### src/sv/omx_pkg.sv
// ----------------------------------------------------------------------------
// omx_pkg
// shared types and constants of the x-drive wheel mixer
// ----------------------------------------------------------------------------
package omx_pkg;

   // register map
   typedef enum logic [1:0] {
      REG_DEADBAND    = 2'd0,
      REG_SPIN_RATE   = 2'd1,
      REG_TOP_SPEED   = 2'd2,
      REG_DRIVE_LIMIT = 2'd3
   } reg_index_type;

   localparam int unsigned CSR_ADDR_W = 4;
   localparam int unsigned CSR_DATA_W = 32;

   localparam logic [6:0] DEADBAND_RST    = 7'd15;
   localparam logic [7:0] SPIN_RATE_RST   = 8'd140;
   localparam logic [7:0] TOP_SPEED_RST   = 8'd200;
   localparam logic [7:0] DRIVE_LIMIT_RST = 8'd255;

   // stick map: ((v + 127) * top) / 127 by reciprocal multiply
   localparam logic [8:0]  AXIS_OFFSET  = 9'd127;
   localparam logic [16:0] RECIP_127    = 17'd66053;
   localparam int unsigned RECIP_SHIFT  = 23;

   localparam int unsigned WHEELS   = 4;
   localparam int unsigned MAG_W    = 10;
   localparam int unsigned NUM_W    = 18;
   localparam int unsigned DRIVE_W  = 8;
   localparam int unsigned DIV_STEPS = DRIVE_W;

   // pipeline stage numbers
   localparam int unsigned ST_AXIS  = 0;
   localparam int unsigned ST_PROD  = 1;
   localparam int unsigned ST_RECIP = 2;
   localparam int unsigned ST_SPEED = 3;
   localparam int unsigned ST_MIX   = 4;
   localparam int unsigned ST_NORM  = 5;
   localparam int unsigned ST_DIV0  = 6;
   localparam int unsigned ST_OUT   = ST_DIV0 + DIV_STEPS;
   localparam int unsigned N_STAGES = ST_OUT + 1;

   typedef struct packed {
      logic [DIV_STEPS-1:0] step_en;
   } div_ctl_type;

   typedef struct packed {
      logic [NUM_W-1:0]   num;
      logic [MAG_W-1:0]   den;
      logic               scale;
      logic [DRIVE_W-1:0] mag;
   } div_in_type;

endpackage

### src/sv/omx_req_if.sv
// ----------------------------------------------------------------------------
// omx_req_if
// request channel: one stick sample and the two rotate buttons
// ----------------------------------------------------------------------------
interface omx_req_if;
   logic              valid;
   logic              ready;
   logic signed [7:0] stick_x;
   logic signed [7:0] stick_y;
   logic              rotate_ccw;
   logic              rotate_cw;

   modport source (output valid, stick_x, stick_y, rotate_ccw, rotate_cw, input ready);
   modport sink   (input valid, stick_x, stick_y, rotate_ccw, rotate_cw, output ready);
endinterface

### src/sv/omx_rsp_if.sv
// ----------------------------------------------------------------------------
// omx_rsp_if
// result channel: direction and drive of the four wheels
// ----------------------------------------------------------------------------
interface omx_rsp_if;
   logic       valid;
   logic       ready;
   logic       wheel1_forward;
   logic [7:0] wheel1_drive;
   logic       wheel2_forward;
   logic [7:0] wheel2_drive;
   logic       wheel3_forward;
   logic [7:0] wheel3_drive;
   logic       wheel4_forward;
   logic [7:0] wheel4_drive;

   modport source (output valid, wheel1_forward, wheel1_drive, wheel2_forward, wheel2_drive,
                   wheel3_forward, wheel3_drive, wheel4_forward, wheel4_drive,
                   input ready);
   modport sink   (input valid, wheel1_forward, wheel1_drive, wheel2_forward, wheel2_drive,
                   wheel3_forward, wheel3_drive, wheel4_forward, wheel4_drive,
                   output ready);
endinterface

### src/sv/omx_div_lane.sv
// ----------------------------------------------------------------------------
// omx_div_lane
// pipelined restoring divider, one quotient bit per stage, for one wheel
// ----------------------------------------------------------------------------
module omx_div_lane
   import omx_pkg::*;
(
   input  logic               clock,
   input  div_ctl_type        ctl,
   input  div_in_type         din,
   output logic [DRIVE_W-1:0] drive
);

   logic [NUM_W-1:0]     rem_ff   [DIV_STEPS];
   logic [MAG_W-1:0]     den_ff   [DIV_STEPS];
   logic [DIV_STEPS-1:0] quo_ff   [DIV_STEPS];
   logic                 scale_ff [DIV_STEPS];
   logic [DRIVE_W-1:0]   mag_ff   [DIV_STEPS];

   for (genvar j = 0; j < DIV_STEPS; j++) begin : g_step
      localparam int unsigned Bit = DIV_STEPS - 1 - j;

      logic [NUM_W-1:0]     rem_src;
      logic [MAG_W-1:0]     den_src;
      logic [DIV_STEPS-1:0] quo_src;
      logic                 scale_src;
      logic [DRIVE_W-1:0]   mag_src;
      logic [NUM_W:0]       trial;
      logic [NUM_W-1:0]     rem_in;
      logic [DIV_STEPS-1:0] quo_in;

      if (j == 0) begin : g_first
         assign rem_src   = din.num;
         assign den_src   = din.den;
         assign quo_src   = '0;
         assign scale_src = din.scale;
         assign mag_src   = din.mag;
      end else begin : g_next
         assign rem_src   = rem_ff[j-1];
         assign den_src   = den_ff[j-1];
         assign quo_src   = quo_ff[j-1];
         assign scale_src = scale_ff[j-1];
         assign mag_src   = mag_ff[j-1];
      end

      assign trial  = {1'b0, rem_src} - ({{(NUM_W + 1 - MAG_W){1'b0}}, den_src} << Bit);
      assign rem_in = trial[NUM_W] ? rem_src : trial[NUM_W-1:0];
      assign quo_in = quo_src | ({{(DIV_STEPS - 1){1'b0}}, !trial[NUM_W]} << Bit);

      always_ff @(posedge clock) begin
         if (ctl.step_en[j]) begin
            rem_ff[j]   <= rem_in;
            den_ff[j]   <= den_src;
            quo_ff[j]   <= quo_in;
            scale_ff[j] <= scale_src;
            mag_ff[j]   <= mag_src;
         end
      end
   end

   assign drive = scale_ff[DIV_STEPS-1] ? quo_ff[DIV_STEPS-1] : mag_ff[DIV_STEPS-1];

endmodule

### src/sv/omni_x_drive_mixer.sv
// ----------------------------------------------------------------------------
// omni_x_drive_mixer
// x-drive wheel mixer: stick and rotate buttons to four wheel commands
// ----------------------------------------------------------------------------
// One request (stick x/y, rotate buttons) enters per clock unless the first
// stage is held, and its four wheel commands leave from the output register.
// The pipeline is: deadband and offset, map multiply, reciprocal multiply for
// the divide by 127, speed offset, wheel mix, peak search with scale products,
// then eight divider stages that each settle one quotient bit of
// |m| * drive_limit / peak, then the output register. Stages only hold when
// the stage after them is full and held, so requests keep flowing into empty
// slots while a result waits on rsp_bus. The registers are written through
// the csr_ port at byte offsets 0, 4, 8 and 12 (deadband, spin_rate,
// top_speed, drive_limit) and must only change while the block is empty.
// ----------------------------------------------------------------------------
module omni_x_drive_mixer
   import omx_pkg::*;
(
   input  logic                  clock,
   input  logic                  reset,
   omx_req_if.sink               req_bus,
   omx_rsp_if.source             rsp_bus,
   input  logic                  csr_psel,
   input  logic                  csr_penable,
   input  logic                  csr_pwrite,
   input  logic [CSR_ADDR_W-1:0] csr_paddr,
   input  logic [CSR_DATA_W-1:0] csr_pwdata,
   output logic [CSR_DATA_W-1:0] csr_prdata,
   output logic                  csr_pready
);

   // configuration registers
   logic [6:0] deadband_ff;
   logic [7:0] spin_rate_ff;
   logic [7:0] top_speed_ff;
   logic [7:0] drive_limit_ff;
   logic       csr_write;

   assign csr_pready = 1'b1;
   assign csr_write  = csr_psel && csr_penable && csr_pwrite && csr_pready;

   always_ff @(posedge clock) begin
      if (reset) begin
         deadband_ff    <= DEADBAND_RST;
         spin_rate_ff   <= SPIN_RATE_RST;
         top_speed_ff   <= TOP_SPEED_RST;
         drive_limit_ff <= DRIVE_LIMIT_RST;
      end else if (csr_write) begin
         case (reg_index_type'(csr_paddr[3:2]))
            REG_DEADBAND:    deadband_ff    <= csr_pwdata[6:0];
            REG_SPIN_RATE:   spin_rate_ff   <= csr_pwdata[7:0];
            REG_TOP_SPEED:   top_speed_ff   <= csr_pwdata[7:0];
            REG_DRIVE_LIMIT: drive_limit_ff <= csr_pwdata[7:0];
            default: ;
         endcase
      end
   end

   always_comb begin
      case (reg_index_type'(csr_paddr[3:2]))
         REG_DEADBAND:    csr_prdata = {{(CSR_DATA_W - 7){1'b0}}, deadband_ff};
         REG_SPIN_RATE:   csr_prdata = {{(CSR_DATA_W - 8){1'b0}}, spin_rate_ff};
         REG_TOP_SPEED:   csr_prdata = {{(CSR_DATA_W - 8){1'b0}}, top_speed_ff};
         REG_DRIVE_LIMIT: csr_prdata = {{(CSR_DATA_W - 8){1'b0}}, drive_limit_ff};
         default:         csr_prdata = '0;
      endcase
   end

   // pipeline flow control
   logic [N_STAGES-1:0] valid_ff;
   logic [N_STAGES-1:0] valid_in;
   logic [N_STAGES:0]   en;

   always_comb begin
      en[N_STAGES] = rsp_bus.ready;
      for (int k = N_STAGES - 1; k >= 0; k--) begin
         en[k] = !valid_ff[k] || en[k+1];
      end
   end

   assign valid_in      = {valid_ff[N_STAGES-2:0], req_bus.valid};
   assign req_bus.ready = en[ST_AXIS];

   always_ff @(posedge clock) begin
      if (reset) begin
         valid_ff <= '0;
      end else begin
         for (int k = 0; k < N_STAGES; k++) begin
            if (en[k]) begin
               valid_ff[k] <= valid_in[k];
            end
         end
      end
   end

   // axis stage: deadband, offset, omega
   logic [7:0]        x_abs, y_abs;
   logic [7:0]        x_dz, y_dz;
   logic signed [8:0] tx_in, ty_in, w_in;
   logic signed [8:0] tx_ff, ty_ff, w0_ff;

   assign x_abs = req_bus.stick_x[7] ? 8'(-req_bus.stick_x) : 8'(req_bus.stick_x);
   assign y_abs = req_bus.stick_y[7] ? 8'(-req_bus.stick_y) : 8'(req_bus.stick_y);
   assign x_dz  = (x_abs < {1'b0, deadband_ff}) ? 8'd0 : req_bus.stick_x;
   assign y_dz  = (y_abs < {1'b0, deadband_ff}) ? 8'd0 : req_bus.stick_y;
   assign tx_in = {x_dz[7], x_dz} + AXIS_OFFSET;
   assign ty_in = {y_dz[7], y_dz} + AXIS_OFFSET;

   always_comb begin
      w_in = '0;
      if (req_bus.rotate_ccw) begin
         w_in = {1'b0, spin_rate_ff};
      end
      if (req_bus.rotate_cw) begin
         w_in = -{1'b0, spin_rate_ff};
      end
   end

   always_ff @(posedge clock) begin
      if (en[ST_AXIS]) begin
         tx_ff <= tx_in;
         ty_ff <= ty_in;
         w0_ff <= w_in;
      end
   end

   // product stage: |t| * top_speed
   logic [7:0]  tx_abs, ty_abs;
   logic [15:0] nx_ff, ny_ff;
   logic        negx1_ff, negy1_ff;
   logic signed [8:0] w1_ff;

   assign tx_abs = tx_ff[8] ? 8'(-tx_ff) : tx_ff[7:0];
   assign ty_abs = ty_ff[8] ? 8'(-ty_ff) : ty_ff[7:0];

   always_ff @(posedge clock) begin
      if (en[ST_PROD]) begin
         nx_ff    <= tx_abs * top_speed_ff;
         ny_ff    <= ty_abs * top_speed_ff;
         negx1_ff <= tx_ff[8];
         negy1_ff <= ty_ff[8];
         w1_ff    <= w0_ff;
      end
   end

   // reciprocal stage: n / 127
   logic [32:0] rx_prod, ry_prod;
   logic [8:0]  qx_ff, qy_ff;
   logic        negx2_ff, negy2_ff;
   logic signed [8:0] w2_ff;

   assign rx_prod = nx_ff * RECIP_127;
   assign ry_prod = ny_ff * RECIP_127;

   always_ff @(posedge clock) begin
      if (en[ST_RECIP]) begin
         qx_ff    <= 9'(rx_prod >> RECIP_SHIFT);
         qy_ff    <= 9'(ry_prod >> RECIP_SHIFT);
         negx2_ff <= negx1_ff;
         negy2_ff <= negy1_ff;
         w2_ff    <= w1_ff;
      end
   end

   // speed stage: signed quotient minus top_speed
   logic signed [9:0] qx_s, qy_s;
   logic signed [9:0] vs_ff, vf_ff;
   logic signed [8:0] w3_ff;

   assign qx_s = negx2_ff ? -{1'b0, qx_ff} : {1'b0, qx_ff};
   assign qy_s = negy2_ff ? -{1'b0, qy_ff} : {1'b0, qy_ff};

   always_ff @(posedge clock) begin
      if (en[ST_SPEED]) begin
         vs_ff <= qx_s - {2'b00, top_speed_ff};
         vf_ff <= qy_s - {2'b00, top_speed_ff};
         w3_ff <= w2_ff;
      end
   end

   // mix stage
   logic signed [11:0] vf_x, vs_x, w_x;
   logic signed [11:0] mix [WHEELS];
   logic [MAG_W-1:0]   mag_ff [WHEELS];
   logic [WHEELS-1:0]  fwd4_ff;

   assign vf_x = {{2{vf_ff[9]}}, vf_ff};
   assign vs_x = {{2{vs_ff[9]}}, vs_ff};
   assign w_x  = {{3{w3_ff[8]}}, w3_ff};

   assign mix[0] = vf_x + vs_x + w_x;
   assign mix[1] = vf_x - vs_x - w_x;
   assign mix[2] = vf_x + vs_x - w_x;
   assign mix[3] = vf_x - vs_x + w_x;

   always_ff @(posedge clock) begin
      if (en[ST_MIX]) begin
         for (int i = 0; i < WHEELS; i++) begin
            mag_ff[i]  <= mix[i][11] ? MAG_W'(-mix[i]) : MAG_W'(mix[i]);
            fwd4_ff[i] <= !mix[i][11];
         end
      end
   end

   // normalize stage: peak, scale decision and scale products
   logic [MAG_W-1:0]  peak_a, peak_b, peak;
   logic [MAG_W-1:0]  den5_ff;
   logic              scale5_ff;
   logic [NUM_W-1:0]  num5_ff [WHEELS];
   logic [DRIVE_W-1:0] mag5_ff [WHEELS];
   logic [WHEELS-1:0] fwd5_ff;

   assign peak_a = (mag_ff[0] > mag_ff[1]) ? mag_ff[0] : mag_ff[1];
   assign peak_b = (mag_ff[2] > mag_ff[3]) ? mag_ff[2] : mag_ff[3];
   assign peak   = (peak_a > peak_b) ? peak_a : peak_b;

   always_ff @(posedge clock) begin
      if (en[ST_NORM]) begin
         den5_ff   <= peak;
         scale5_ff <= peak > {{(MAG_W - DRIVE_W){1'b0}}, drive_limit_ff};
         fwd5_ff   <= fwd4_ff;
         for (int i = 0; i < WHEELS; i++) begin
            num5_ff[i] <= mag_ff[i] * drive_limit_ff;
            mag5_ff[i] <= mag_ff[i][DRIVE_W-1:0];
         end
      end
   end

   // divider lanes
   div_ctl_type        div_ctl;
   logic [DRIVE_W-1:0] lane_drive [WHEELS];
   logic [WHEELS-1:0]  fwd_pipe_ff [DIV_STEPS];

   assign div_ctl.step_en = en[ST_DIV0 +: DIV_STEPS];

   for (genvar i = 0; i < WHEELS; i++) begin : g_lane
      div_in_type lane_in;

      assign lane_in.num   = num5_ff[i];
      assign lane_in.den   = den5_ff;
      assign lane_in.scale = scale5_ff;
      assign lane_in.mag   = mag5_ff[i];

      omx_div_lane u_lane (
         .clock (clock),
         .ctl   (div_ctl),
         .din   (lane_in),
         .drive (lane_drive[i])
      );
   end

   always_ff @(posedge clock) begin
      for (int j = 0; j < DIV_STEPS; j++) begin
         if (en[ST_DIV0 + j]) begin
            fwd_pipe_ff[j] <= (j == 0) ? fwd5_ff : fwd_pipe_ff[(j == 0) ? 0 : j - 1];
         end
      end
   end

   // output register
   logic [WHEELS-1:0]  out_fwd_ff;
   logic [DRIVE_W-1:0] out_drive_ff [WHEELS];

   always_ff @(posedge clock) begin
      if (en[ST_OUT]) begin
         out_fwd_ff <= fwd_pipe_ff[DIV_STEPS-1];
         for (int i = 0; i < WHEELS; i++) begin
            out_drive_ff[i] <= lane_drive[i];
         end
      end
   end

   assign rsp_bus.valid          = valid_ff[ST_OUT];
   assign rsp_bus.wheel1_forward = out_fwd_ff[0];
   assign rsp_bus.wheel1_drive   = out_drive_ff[0];
   assign rsp_bus.wheel2_forward = out_fwd_ff[1];
   assign rsp_bus.wheel2_drive   = out_drive_ff[1];
   assign rsp_bus.wheel3_forward = out_fwd_ff[2];
   assign rsp_bus.wheel3_drive   = out_drive_ff[2];
   assign rsp_bus.wheel4_forward = out_fwd_ff[3];
   assign rsp_bus.wheel4_drive   = out_drive_ff[3];

`ifndef SYNTHESIS
   a_drive_in_limit: assert property (@(posedge clock) disable iff (reset)
      rsp_bus.valid |-> (rsp_bus.wheel1_drive <= drive_limit_ff) &&
                        (rsp_bus.wheel2_drive <= drive_limit_ff) &&
                        (rsp_bus.wheel3_drive <= drive_limit_ff) &&
                        (rsp_bus.wheel4_drive <= drive_limit_ff))
      else $error("wheel drive above drive_limit");

   a_ready_when_out_empty: assert property (@(posedge clock) disable iff (reset)
      !valid_ff[ST_OUT] |-> req_bus.ready)
      else $error("request stalled with empty output stage");

   a_accept_fills_first: assert property (@(posedge clock) disable iff (reset)
      req_bus.valid && req_bus.ready |=> valid_ff[ST_AXIS])
      else $error("accepted request not captured");

   a_scale_nonzero_den: assert property (@(posedge clock) disable iff (reset)
      valid_ff[ST_NORM] && scale5_ff |-> den5_ff != '0)
      else $error("scaling with zero peak");
`endif

endmodule

### src/flat_wrapper.sv
// flat-port wrapper written by rule: the top's interface ports become plain ports
module omni_x_drive_mixer_flat import omx_pkg::*;
  (clock, reset, csr_psel, csr_penable, csr_pwrite, csr_paddr, csr_pwdata, csr_prdata, csr_pready, req_bus_valid, req_bus_stick_x, req_bus_stick_y, req_bus_rotate_ccw, req_bus_rotate_cw, req_bus_ready, rsp_bus_valid, rsp_bus_wheel1_forward, rsp_bus_wheel1_drive, rsp_bus_wheel2_forward, rsp_bus_wheel2_drive, rsp_bus_wheel3_forward, rsp_bus_wheel3_drive, rsp_bus_wheel4_forward, rsp_bus_wheel4_drive, rsp_bus_ready);
  omx_req_if req_bus_i ();
  omx_rsp_if rsp_bus_i ();
  input  logic clock;
  input  logic reset;
  input  logic csr_psel;
  input  logic csr_penable;
  input  logic csr_pwrite;
  input  logic [CSR_ADDR_W-1:0] csr_paddr;
  input  logic [CSR_DATA_W-1:0] csr_pwdata;
  output logic [CSR_DATA_W-1:0] csr_prdata;
  output logic csr_pready;
  input wire logic [$bits(req_bus_i.valid)-1:0] req_bus_valid;
  input wire logic [$bits(req_bus_i.stick_x)-1:0] req_bus_stick_x;
  input wire logic [$bits(req_bus_i.stick_y)-1:0] req_bus_stick_y;
  input wire logic [$bits(req_bus_i.rotate_ccw)-1:0] req_bus_rotate_ccw;
  input wire logic [$bits(req_bus_i.rotate_cw)-1:0] req_bus_rotate_cw;
  output wire logic [$bits(req_bus_i.ready)-1:0] req_bus_ready;
  output wire logic [$bits(rsp_bus_i.valid)-1:0] rsp_bus_valid;
  output wire logic [$bits(rsp_bus_i.wheel1_forward)-1:0] rsp_bus_wheel1_forward;
  output wire logic [$bits(rsp_bus_i.wheel1_drive)-1:0] rsp_bus_wheel1_drive;
  output wire logic [$bits(rsp_bus_i.wheel2_forward)-1:0] rsp_bus_wheel2_forward;
  output wire logic [$bits(rsp_bus_i.wheel2_drive)-1:0] rsp_bus_wheel2_drive;
  output wire logic [$bits(rsp_bus_i.wheel3_forward)-1:0] rsp_bus_wheel3_forward;
  output wire logic [$bits(rsp_bus_i.wheel3_drive)-1:0] rsp_bus_wheel3_drive;
  output wire logic [$bits(rsp_bus_i.wheel4_forward)-1:0] rsp_bus_wheel4_forward;
  output wire logic [$bits(rsp_bus_i.wheel4_drive)-1:0] rsp_bus_wheel4_drive;
  input wire logic [$bits(rsp_bus_i.ready)-1:0] rsp_bus_ready;
  assign req_bus_i.valid = req_bus_valid;
  assign req_bus_i.stick_x = req_bus_stick_x;
  assign req_bus_i.stick_y = req_bus_stick_y;
  assign req_bus_i.rotate_ccw = req_bus_rotate_ccw;
  assign req_bus_i.rotate_cw = req_bus_rotate_cw;
  assign req_bus_ready = req_bus_i.ready;
  assign rsp_bus_valid = rsp_bus_i.valid;
  assign rsp_bus_wheel1_forward = rsp_bus_i.wheel1_forward;
  assign rsp_bus_wheel1_drive = rsp_bus_i.wheel1_drive;
  assign rsp_bus_wheel2_forward = rsp_bus_i.wheel2_forward;
  assign rsp_bus_wheel2_drive = rsp_bus_i.wheel2_drive;
  assign rsp_bus_wheel3_forward = rsp_bus_i.wheel3_forward;
  assign rsp_bus_wheel3_drive = rsp_bus_i.wheel3_drive;
  assign rsp_bus_wheel4_forward = rsp_bus_i.wheel4_forward;
  assign rsp_bus_wheel4_drive = rsp_bus_i.wheel4_drive;
  assign rsp_bus_i.ready = rsp_bus_ready;
  omni_x_drive_mixer u_core (.clock(clock), .reset(reset), .req_bus(req_bus_i), .rsp_bus(rsp_bus_i), .csr_psel(csr_psel), .csr_penable(csr_penable), .csr_pwrite(csr_pwrite), .csr_paddr(csr_paddr), .csr_pwdata(csr_pwdata), .csr_prdata(csr_prdata), .csr_pready(csr_pready));
endmodule
### config.mk
export PLATFORM = sky130hd
export DESIGN_NAME = omni_x_drive_mixer_flat
export DESIGN_NICKNAME = d
export VERILOG_FILES = /design/src/sv/omx_pkg.sv /design/src/sv/omx_req_if.sv /design/src/sv/omx_rsp_if.sv /design/src/sv/omx_div_lane.sv /design/src/sv/omni_x_drive_mixer.sv /design/src/flat_wrapper.sv
export SDC_FILE = /design/constraint.sdc
export NUM_CORES = 2
export LEC_CHECK = 0
export BUFFER_PORTS_ARGS = -buffer_cell sky130_fd_sc_hd__buf_2
export CAP_MARGIN = 20
export CELL_PAD_IN_SITES_DETAIL_PLACEMENT = 0
export CELL_PAD_IN_SITES_GLOBAL_PLACEMENT = 2
export CORE_MARGIN = 3
export CORE_UTILIZATION = 40
export CTS_CLUSTER_SIZE = 20
export DETAILED_ROUTE_END_ITERATION = 10
export PLACE_DENSITY_LB_ADDON = 0.1
export SETUP_SLACK_MARGIN = 0.2
export SYNTH_ARGS = -nofsm -noshare
export SYNTH_HDL_FRONTEND = slang
export SYNTH_SLANG_ARGS = --single-unit
### constraint.sdc
create_clock -name clock -period 13.4 [get_ports clock]
set_input_delay 2.01 -clock clock [delete_from_list [all_inputs] [get_ports clock]]
set_output_delay 2.01 -clock clock [all_outputs]
set_load 0.02 [all_outputs]
Word level (Yosys, flattened, before mapping):

Memories as Yosys holds them, arrays and structs flattened. A register that Yosys moved wholly into a read port is not among the register bits.
Index checks and enable logic that the tools add are counted.

* RAM bits: 1648
* bits in registers: 193
* memories: 25
* input bits: 61

Memories
* u_core.g_lane[0].u_lane.rem_ff: depth 8, bits a word 18, read ports 7, clocked after Yosys merged registers in 0, wr ports 8, RTL line omx_div_lane.sv:14 `logic [NUM_W-1:0] rem_ff [DIV_STEPS];`
* u_core.g_lane[1].u_lane.rem_ff: depth 8, bits a word 18, read ports 7, clocked after Yosys merged registers in 0, wr ports 8, RTL line omx_div_lane.sv:14
* u_core.g_lane[2].u_lane.rem_ff: depth 8, bits a word 18, read ports 7, clocked after Yosys merged registers in 0, wr ports 8, RTL line omx_div_lane.sv:14
* u_core.g_lane[3].u_lane.rem_ff: depth 8, bits a word 18, read ports 7, clocked after Yosys merged registers in 0, wr ports 8, RTL line omx_div_lane.sv:14
* u_core.g_lane[0].u_lane.den_ff: depth 8, bits a word 10, read ports 7, clocked after Yosys merged registers in 0, wr ports 8, RTL line omx_div_lane.sv:15 `logic [MAG_W-1:0] den_ff [DIV_STEPS];`
* u_core.g_lane[1].u_lane.den_ff: depth 8, bits a word 10, read ports 7, clocked after Yosys merged registers in 0, wr ports 8, RTL line omx_div_lane.sv:15
* 19 more memories

* reductions and logical operators: 73
* muxes and demuxes: 76
* bitwise operators: 28
* $lt $le $gt $ge: 6
* $add $sub $neg: 53
* eq/ne operators: 3
* multipliers: 8

Operators by type and width (count)
* $mux 18: 32
* $pmux 32 s4: 1
* $mux 10: 9
* $mux 8: 11
* $sub 18x10->19: 4
* $sub 18x11->19: 4
* $sub 18x12->19: 4
* $sub 18x13->19: 4
* $sub 18x14->19: 4
* $sub 18x15->19: 4
* $sub 18x16->19: 4
* $sub 18x17->19: 4
* $mul 10x8->18: 4
* $mul 16x17->32 const B: 2
* $logic_not 1->1: 51
* $neg 10->10: 4
* $mul 8x8->16: 2
* $neg 8->8: 4
* $or 8x1->8: 4
* $or 8x2->8: 4
* $or 8x3->8: 4
* $or 8x4->8: 4
* $or 8x5->8: 4
* $or 8x6->8: 4
* 20 further kinds: 71

Depth between registers and ports, before layout:

* depth after elaboration: 16
* mapped depth: 28

Cells and area by module:

Synthesis repeated with hierarchy kept, for this count alone.

* cells, all modules: 7793
* area, all modules: 93942.6 sq um

Modules (own cells, without submodules)
* omx_div_lane at u_core.g_lane[0].u_lane ...: area an instance 14247.4 sq um, instances 3, cells an instance 1038, sequential area each 9128.8 sq um
* omni_x_drive_mixer: area an instance 36642.6 sq um, instances 1, cells an instance 3588, sequential area each 11611.1 sq um
* omx_div_lane at u_core.g_lane[3].u_lane: area an instance 14557.7 sq um, instances 1, cells an instance 1091, sequential area each 9128.8 sq um

Least setup slack after synthesis:

No wires, ideal clock.

* kind: input-to-output
* start point: input port rsp_bus_ready
* end point: output port req_bus_ready
* buffers on the path: 0
* required time: 11.390 ns
* slack: 1.006 ns
* stages: 8
* arrival: 10.384 ns
* cells stage by stage: nor2b_1 > inv_1 > nor2_1 > nand2_1 > nor2_1 > inv_1 > nor3_1 > nand3_1

RTL lines
* from (decl): RTL line flat_wrapper.sv:30 `input wire logic [$bits(rsp_bus_i.ready)-1:0] rsp_bus_ready;`
* to (decl): RTL line flat_wrapper.sv:20 `output wire logic [$bits(req_bus_i.ready)-1:0] req_bus_ready;`

==> out/metrics.csv <==
metric,value,unit
status,"finished, final reports clean",
die_h,464,µm
criticalPathCategory,input pin to output pin,
nFillCells,19300,
cts_made_buffers,156,
setup_viol,0,
fin_crit_sh,0.598,
crit_start,rsp_bus_ready,
routabilityCongestion,0.818,
totalWireLength,212000,µm
drt_iter0_markers,3045,
skew,0.0742,ns
path_clk_slew,0.06,ns
relSlewSlack,0.260,
firstDrtPassIters,5,
rows,167,
drt-vias-per-instance,5.07,
syn_inst,7098,
fmax,125,MHz
grt_pass1_wl,321000,µm
grt_antenna_before_repair,10,
min_period,8.02,ns
drv_slew,0,
synthToLayoutAreaGrowth,11.0,%
numPortBuffers,80,
place_hpwl,162000,µm
start_util,0.403,
hold_buffers,0,
r2r_start,u_core.mag_ff[2][0]$_DFFE_PP_,
via_count,51600,
cts_tree,yes,
worst_pin_slew,1.11,ns
hp-start,u_core.num5_ff[2][3]$_DFFE_PP_,
overflow,0,
reg2reg_slack,6.17,ns
hold_path.class,register to register,
synth_edf_count,1323,
dieWidth,464,µm
die_area,215000,µm²
rsz0062_at_grt,no,
multi_input_area,39900,µm²
drc,0,
grt_pass1_vias,52400,
ant_nets,0,
fin_setup_tns,0,ns
wl_per_cell,20.9,µm
synth_top_flop_cell,edfxtp_1,
cts_sinks,1369,
cts_htree_levels,4,
clock_tree.root_cell,clkbuf_16,
maxCapViolations,0,
grt_max_degree,80,
drive_gt1_frac,0.0785,
cts_setup_buffers,0,
boundaryPins,132,
cp-start-kind,input pin,
track_usage,0.197,
critPathArrivalTime,6.01,ns
core,208000,µm²
end_kind,output pin,
synth-seq-cells,1369,
syn_area,83800,µm²
synth.distinct_cells,92,
ys_warn_count,0,
clk_path_buf_depth,3,
cp_data_required_time,11.39,ns
cts_resized,0,
avgSynthCellArea,11.8,µm²
clock_insertion_delay_worst_skew,0.80,ns
crit_fanout,53,
seq_area_frac_synth,0.485,
async_reset_ff_frac,0,
finalHoldViolCount,0,
regArea,40600,µm²
fin_nets,8498,
==> layout by cell type, fill, tap and decap left out, types with 105 or more instances in the layout <==
cell type / instances
edfxtp_1: 1323
ha_1: 867
inv_1: 681
nor2_1: 564
nand2_1: 514
a21oi_1: 348
fa_1: 322
xnor2_1: 287
o21ai_0: 272
xor2_1: 164
clkbuf_16: 157
nor2b_1: 139
mux2_2: 131
nand2b_1: 119
and2_1: 109
nor3_1: 105
==> synth_stat cells (11+ instances only) <==
cell,instances,area [µm²]
or3_1,50,313
a31oi_1,38,238
fa_1,322,6450
buf_1,11,41.3
dfxtp_1,46,921
buf_4,25,188
o21ai_1,30,150
a211o_1,20,175
buf_2,14,70.1
nand4_1,19,119
nor2_1,564,2120
and2_1,109,682
xnor2_1,287,2510
nor4_1,34,213
inv_1,686,2570
nand2_1,520,1950
ha_1,867,10800
o21a_1,79,593
mux2_2,131,1480
nand2b_1,119,744
o21bai_1,23,173
a21boi_0,14,105
or4_1,11,82.6
o31ai_1,54,405
edfxtp_1,1323,39700
nand3b_1,20,150
o31a_1,11,96.3
nor2b_1,139,870
clkbuf_1,112,420
or2_2,21,131
o21ai_0,272,1360
nor3_1,106,531
a21o_1,104,781
mux2i_1,70,701
o211ai_1,12,90.1
xor2_1,164,1440
a211oi_1,36,270
and3_1,32,200
a21oi_1,348,1740
nor3b_1,13,97.6
nand3_1,53,265
==> registers in the layout, indices dropped and copies added (netlist names), 15 cells and up <==
signal / flops
u_core.g_lane.u_lane.rem_ff: 497
u_core.g_lane.u_lane.mag_ff: 248
u_core.g_lane.u_lane.quo_ff: 144
u_core.num5_ff: 71
u_core.g_lane.u_lane.den_ff: 70
u_core.mag_ff: 39
u_core.fwd_pipe_ff: 32
u_core.out_drive_ff: 32
u_core.mag5_ff: 31
u_core.nx_ff: 16
u_core.ny_ff: 16
u_core.valid_ff: 15
==> worst paths after layout <==
check	depth (start not counted)	end
setup / recovery	12	req_bus_ready
hold / removal	0	u_core.g_lane[2].u_lane.rem_ff[0][3]$_DFFE_PP_
setup reg to reg	26	u_core.scale5_ff$_DFFE_PP_
hold reg to reg	0	u_core.g_lane[2].u_lane.rem_ff[0][3]$_DFFE_PP_
==> layer usage <==
layer | routed length (µm) | part of all wire | track usage
met1 | 97900 | 0.46 | 0.266
met2 | 101000 | 0.47 | 0.329
met3 | 7090 | 0.033 | 0.0267
met4 | 6660 | 0.031 | 0.0608
met5 | 0 | 0 | 0
==> through the flow <==
step                setup slack (ns)   util  instance area, µm²  cells  hold WS [ns]
floorplan                       1.01      -               83800   7121         0.400
global placement                5.35  0.421               87400   9874         0.401
detailed placement              5.23  0.421               87500   9876         0.405
CTS                             5.23  0.447               92900  10200         0.387
global route                    4.95  0.447               92900  10200         0.390
finish                          5.38  0.448               92900  10200         0.388
==> kinds of logic after synthesis <==
group,after synthesis,share of synthesized area
multiplexers,216,0.0289
flip-flops,1369,0.485
AO/OA/AOI/OAI,1158,0.0868
XOR/XNOR,451,0.0472
AND/OR/NAND/NOR,1848,0.105
adder cells (fa/ha/maj),1189,0.206
buffers and inverters,865,0.0402
other,2,0.0000897
==> worst max-delay path, stage by stage <==
cell and delay, ns:
buf_2 0.09, nor2b_1 0.37, inv_2 0.04, buf_4 0.31
nor2_1 0.50, nand2_4 0.40, nor2_1 0.60, inv_6 0.32
nor3_1 0.63, nand3_2 0.12, buf_4 0.28, buf_2 0.24
==> final cells by class <==
class | count | area share
Antenna cell | 7 | 0.000188
Clock buffer | 179 | 0.0435
Clock inverter | 109 | 0.0146
Inverter | 701 | 0.0285
Multi-Input combinational cell | 4887 | 0.429
Sequential cell | 1369 | 0.437
Tap cell | 2788 | 0.0375
Timing Repair Buffer | 133 | 0.00919
Power is not shown: default switching activity piles up to over one toggle a cycle in this logic, so the estimate is an artifact.
